$ cat config.mk
export PLATFORM = sky130hd
export DESIGN_NAME = sgm_queue
export DESIGN_NICKNAME = d
export VERILOG_FILES = /design/src/design/sobel_gradient_magnitude_direction_macros.svh /design/src/design/sgm_pkg.sv /design/src/design/sgm_queue.sv
export SDC_FILE = /design/constraint.sdc
export NUM_CORES = 1
export LEC_CHECK = 0
export BUFFER_PORTS_ARGS = -buffer_cell sky130_fd_sc_hd__buf_2
export CORE_ASPECT_RATIO = 0.7
export CORE_MARGIN = 3
export CORE_UTILIZATION = 50
export DETAILED_ROUTE_END_ITERATION = 10
export GPL_TIMING_DRIVEN = 0
export PLACE_DENSITY_LB_ADDON = 0.2
export SETUP_SLACK_MARGIN = 0.2
export SLEW_MARGIN = 20
export SYNTH_ARGS = -nofsm -noshare
export SYNTH_HDL_FRONTEND = slang
export SYNTH_SLANG_ARGS = --single-unit
$ cat constraint.sdc
create_clock -name clock -period 4.65 [get_ports clock]
set_clock_uncertainty 0.15 [all_clocks]
set_input_delay 1.1625 -clock clock [delete_from_list [all_inputs] [get_ports clock]]
set_output_delay 1.1625 -clock clock [all_outputs]
set_load 0.01 [all_outputs]
$ cat src/design/sobel_gradient_magnitude_direction_macros.svh
// ---------------------------------------------------------------------------
// Sobel gradient assertion macros
// Shared concurrent assertion forms for the Sobel gradient block.
// ---------------------------------------------------------------------------
`ifndef SOBEL_GRADIENT_MAGNITUDE_DIRECTION_MACROS_SVH
`define SOBEL_GRADIENT_MAGNITUDE_DIRECTION_MACROS_SVH

`ifndef SYNTHESIS

// same-cycle implication
`define SGM_ASSERT_IMPLY(lbl, clk, rst, ante, cons) \
   lbl: assert property (@(posedge clk) disable iff (rst) (ante) |-> (cons)) \
      else $error("sgm assertion failed");

// next-cycle implication
`define SGM_ASSERT_NEXT(lbl, clk, rst, ante, cons) \
   lbl: assert property (@(posedge clk) disable iff (rst) (ante) |=> (cons)) \
      else $error("sgm assertion failed");

`else

`define SGM_ASSERT_IMPLY(lbl, clk, rst, ante, cons)
`define SGM_ASSERT_NEXT(lbl, clk, rst, ante, cons)

`endif

`endif

$ cat src/design/sgm_pkg.sv
// ---------------------------------------------------------------------------
// Sobel gradient package
// Shared widths, types and constants.
// ---------------------------------------------------------------------------
package sgm_pkg;

   localparam int MAX_WIDTH_DEF = 1024;
   localparam int HEIGHT_LIMIT  = 4096;
   localparam int WIDTH_BITS    = 11;
   localparam int HEIGHT_BITS   = 13;
   localparam int ROW_BITS      = 14;
   localparam int QUEUE_DEPTH   = 4;
   localparam int COUNT_BITS    = 3;
   localparam int PADDR_BITS    = 3;

   // register indexes (paddr[2])
   localparam logic REG_WIDTH  = 1'b0;
   localparam logic REG_HEIGHT = 1'b1;

   // direction codes
   localparam logic [2:0] DIR_0   = 3'd0;
   localparam logic [2:0] DIR_45  = 3'd1;
   localparam logic [2:0] DIR_90  = 3'd2;
   localparam logic [2:0] DIR_135 = 3'd3;
   localparam logic [2:0] DIR_180 = 3'd4;

   // unit vectors at 1, 23, 68, 113, 158 degrees, scaled by 1e12
   localparam logic signed [40:0] DIR_COS [5] = '{
      41'sd999847695156, 41'sd920504853452, 41'sd374606593416,
      -41'sd390731128489, -41'sd927183854567};
   localparam logic signed [40:0] DIR_SIN [5] = '{
      41'sd17452406437, 41'sd390731128489, 41'sd927183854567,
      41'sd920504853452, 41'sd374606593416};

   typedef logic [8:0][7:0] win_type;

   typedef struct packed {
      win_type win;
      logic    last;
   } q_word_type;

   typedef struct packed {
      logic                   restart;
      logic [WIDTH_BITS-1:0]  width;
      logic [HEIGHT_BITS-1:0] height;
   } cfg_type;

endpackage

$ cat src/design/sgm_queue.sv
// ---------------------------------------------------------------------------
// Sobel window queue
// Small FIFO of 3x3 windows between front and back.
// ---------------------------------------------------------------------------
module sgm_queue (
   input  logic                          clock,
   input  logic                          reset,
   input  logic                          push,
   input  sgm_pkg::q_word_type           push_data,
   input  logic                          pop,
   output logic                          valid,
   output sgm_pkg::q_word_type           data,
   output logic [sgm_pkg::COUNT_BITS-1:0] count
);
   import sgm_pkg::*;

   q_word_type      entry_ff [QUEUE_DEPTH];
   logic [1:0]      wr_ptr_ff;
   logic [1:0]      rd_ptr_ff;
   logic [COUNT_BITS-1:0] count_ff;
   logic [COUNT_BITS-1:0] count_in;

   always_comb begin
      count_in = count_ff;
      if (push && !pop) begin
         count_in = count_ff + 1'b1;
      end else if (pop && !push) begin
         count_in = count_ff - 1'b1;
      end
   end

   always_ff @(posedge clock) begin
      if (reset) begin
         wr_ptr_ff <= '0;
         rd_ptr_ff <= '0;
         count_ff  <= '0;
      end else begin
         if (push) begin
            wr_ptr_ff <= wr_ptr_ff + 1'b1;
         end
         if (pop) begin
            rd_ptr_ff <= rd_ptr_ff + 1'b1;
         end
         count_ff <= count_in;
      end
   end

   always_ff @(posedge clock) begin
      if (push) begin
         entry_ff[wr_ptr_ff] <= push_data;
      end
   end

   assign valid = (count_ff != '0);
   assign data  = entry_ff[rd_ptr_ff];
   assign count = count_ff;

endmodule

==> results.sh <==
export IMPL_whs_path_depth=2
export IMPL_layout_min_cycle_time_ps=3340
export IMPL_synth_edf_count=292
export IMPL_cts_tree="yes"
export IMPL_hp_start="count[2]"
export IMPL_initial_utilization_pct=52.0
export IMPL_critPathRequiredTime_ps=3340
export IMPL_path_buf_inv=3
export IMPL_worstPathArrival_ps=2030
export IMPL_clock_sinks=301
export IMPL_path_cells="clkbuf_2 > buf_2 > mux4_2 > buf_2"
export IMPL_end_kind="output port"
export IMPL_cap_violations=0
export IMPL_syn2layout_area_growth_pct=18.9
export IMPL_synth_avg_cell_area_um2=26.0
export IMPL_n_fill_cell=1451
export IMPL_whs_endpoint="count[2]"
export IMPL_cts_root_buf="clkbuf_16"
export IMPL_yosys_top_cells_area="edfxtp_1, mux4_2, dfxtp_1, buf_12, ha_1"
export IMPL_dieArea_um2=23900
export IMPL_routed_wl_um=19200
export IMPL_drc_errors=0
export IMPL_drtIter0Drc=263
export IMPL_hold_viol=0
export IMPL_slowest_delay_ps=380
export IMPL_grt_pass1_vias=5218
export IMPL_netlist_area_um2=11000
export IMPL_r2r_cells=4
export IMPL_ys_flop_type="edfxtp_1"
export IMPL_fin_nets=692
export IMPL_drtPass1Iterations=6
export IMPL_hold_path_class="flop to flop"
export IMPL_crit_type="flop to output port"
export IMPL_relSlewSlack_pct=50.5
export IMPL_ys_warn_count=0
export IMPL_outcome="finished, final reports clean"
export IMPL_design_core_area_um2=21200
export IMPL_powerDensity_nw_per_um2=453
export IMPL_start_kind="flop"
export IMPL_synth_seq_cells=301
export IMPL_syn_inst=424
export IMPL_routabilityCongestion=0.688
export IMPL_fin_setup_tns_ps=0
export IMPL_power_leakage_nw=4.47
export IMPL_clk_latency_ps=520
export IMPL_ir_drop_mv=0.299
export IMPL_dp_hpwl_um=11800
export IMPL_crit_path_frequent_cell="buf_2"
export IMPL_clockBufferDepth=3
export IMPL_ant_nets=0
export IMPL_die_y_um=130
export IMPL_ys_top_cells_by_count="edfxtp_1, mux4_2, dfxtp_1"
export IMPL_die_w_um=184
export IMPL_post_place_ws_ps=1790
export IMPL_antenna_found_initial=4
export IMPL_reg2reg_to="entry_ff[1][32]"
export IMPL_yosysMostFrequentCell="edfxtp_1"
export IMPL_globalRouteOverflowTotal=0
export IMPL_register_area_um2=8950
export IMPL_rows=44
export IMPL_worst_path_max_fanout=10
export IMPL_finalCritPeriodShare_pct=71.8
export IMPL_io_pins=154
export IMPL_cp_slowest_cell="mux4_2"
export IMPL_cts_resized=0
export IMPL_yosysTopAreaCell="edfxtp_1"
export IMPL_setup_slack_ps=1310
export IMPL_clk_pin_slew_worst_paths_ps=60
export IMPL_synthArstFlopShare_pct=0
export IMPL_portBuffers=152
export IMPL_cts_hold_buf=0
export IMPL_setup_viol=0
export IMPL_r2r_slack_ps=2630
export IMPL_n_antenna_cell=0
export IMPL_synth_cell_types=21
export IMPL_htreeDepth=1
export IMPL_cts_buffers_inserted=27
export IMPL_synth_top_area_share_pct=79.5
export IMPL_vias=4947
export IMPL_cp_top_family="buffers and inverters"
export IMPL_synth_nets=507
export IMPL_yosysSeqAreaShare_pct=81.1
export IMPL_multi_input_area_um2=1880
export IMPL_rsz0062_at_grt="false"
export IMPL_track_usage_pct=16.3
export IMPL_worst_slew_pin_slew_ps=743
export IMPL_r2r_start="wr_ptr_ff[1]"
export IMPL_drive_above_1_share_pct=45.9
export IMPL_grt_max_degree=46
export IMPL_wl_per_cell_um=21.2
export IMPL_grt_pass1_wl_um=29400
export IMPL_fmaxAchievable_mhz=299
export IMPL_cts_setup_buffers=0
export IMPL_power_mw=5.94
export IMPL_vias_per_cell=5.47
export IMPL_slew_viol_final=0
cell families (layout without fill, tap and decap cells):
logic type,count (synthesis),after routing,synth area share [%]
xor+xnor,5,5,0.397
fa+ha+maj,6,6,0.749
buf+inv,21,225,1.91
simple gates,14,14,0.612
flops,301,301,81.1
compound gates,2,2,0.0907
mux,75,75,15.1
worst max path at each step:
stage | start | end | slack (ps) | cells past startpoint
floorplan | push | entry_ff[0][0] | 1190 | 1
global placement | push | entry_ff[1][39] | -260 | 2
detailed placement | push | count[2] | 1790 | 7
CTS | flop | data[69] | 1250 | 4
global route | flop | data[47] | 1200 | 4
finish | flop | data[48] | 1310 | 4
per-stage QoR:
step           cells  utilization (%)  hold slack (ps)  area (um2)
2_1_floorplan    424                -              335       11000
6_report         904             61.9              363       13100
3_5_place_dp     856             57.8              361       12200
3_3_place_gp     852             57.3              331       12100
4_1_cts          904             61.9              367       13100
5_1_grt          904             61.9              425       13100
layout make-up:
class	count	area share, %
flip-flops and latches	301	68.2
multi-input cells	102	14.3
repair buffers	156	6.52
clock buffers	31	5.27
well taps	276	2.63
plain buffers	17	1.49
clock inverters	17	1.41
inverters	4	0.114
where the power goes:
part           internal [mW]  total [mW]  leakage (nW)  switching [mW]
sequential              3.11        3.14          2.76          0.0309
clock                   1.28        2.19         0.428           0.903
combinational          0.289       0.606          1.28           0.317
total                   4.69        5.94          4.47            1.25
routing by layer:
layer	vias to the layer above	part of all wire [%]	track usage (%)
met2	142	48	26.5
met4	8	2.0	3.67
li1	2179	-	-
met3	34	7.7	5.04
met5	-	0.25	0
met1	2584	42	22.3
worst reg2reg max path: cells and delay by family, from the launching register on:
| family | cells | cell delay, ps |
|---|---|---|
| and+or+nand+nor | 1 | 630 |
| buffers and inverters | 2 | 400 |
| DFF | 1 | 340 |
| adders and majority gates | 1 | 150 |
placed cells by master, fill, tap and decap left out:
master / n
nor2_1: 7
and2_4: 4
edfxtp_1: 292
mux2i_1: 2
clkinvlp_4: 2
or3_1: 2
buf_6: 1
o21ai_0: 1
ha_1: 5
mux4_2: 72
buf_2: 159
xor2_1: 3
nand2_1: 1
dfxtp_1: 9
xnor2_1: 2
clkbuf_16: 27
clkbuf_2: 1
clkbuf_1: 5
buf_16: 2
clkinv_1: 4
a21oi_1: 1
fa_1: 1
clkinv_2: 7
bufinv_16: 4
inv_1: 4
mux4_1: 1
buf_12: 9
sequential cells by signal, indices dropped and copies added, names as in the netlist, named ones only:
| register | count |
|---|---|
| count | 3 |
| wr_ptr_ff | 2 |
| entry_ff | 292 |
| rd_ptr_ff | 2 |
(Power assumes the default switching activity.)
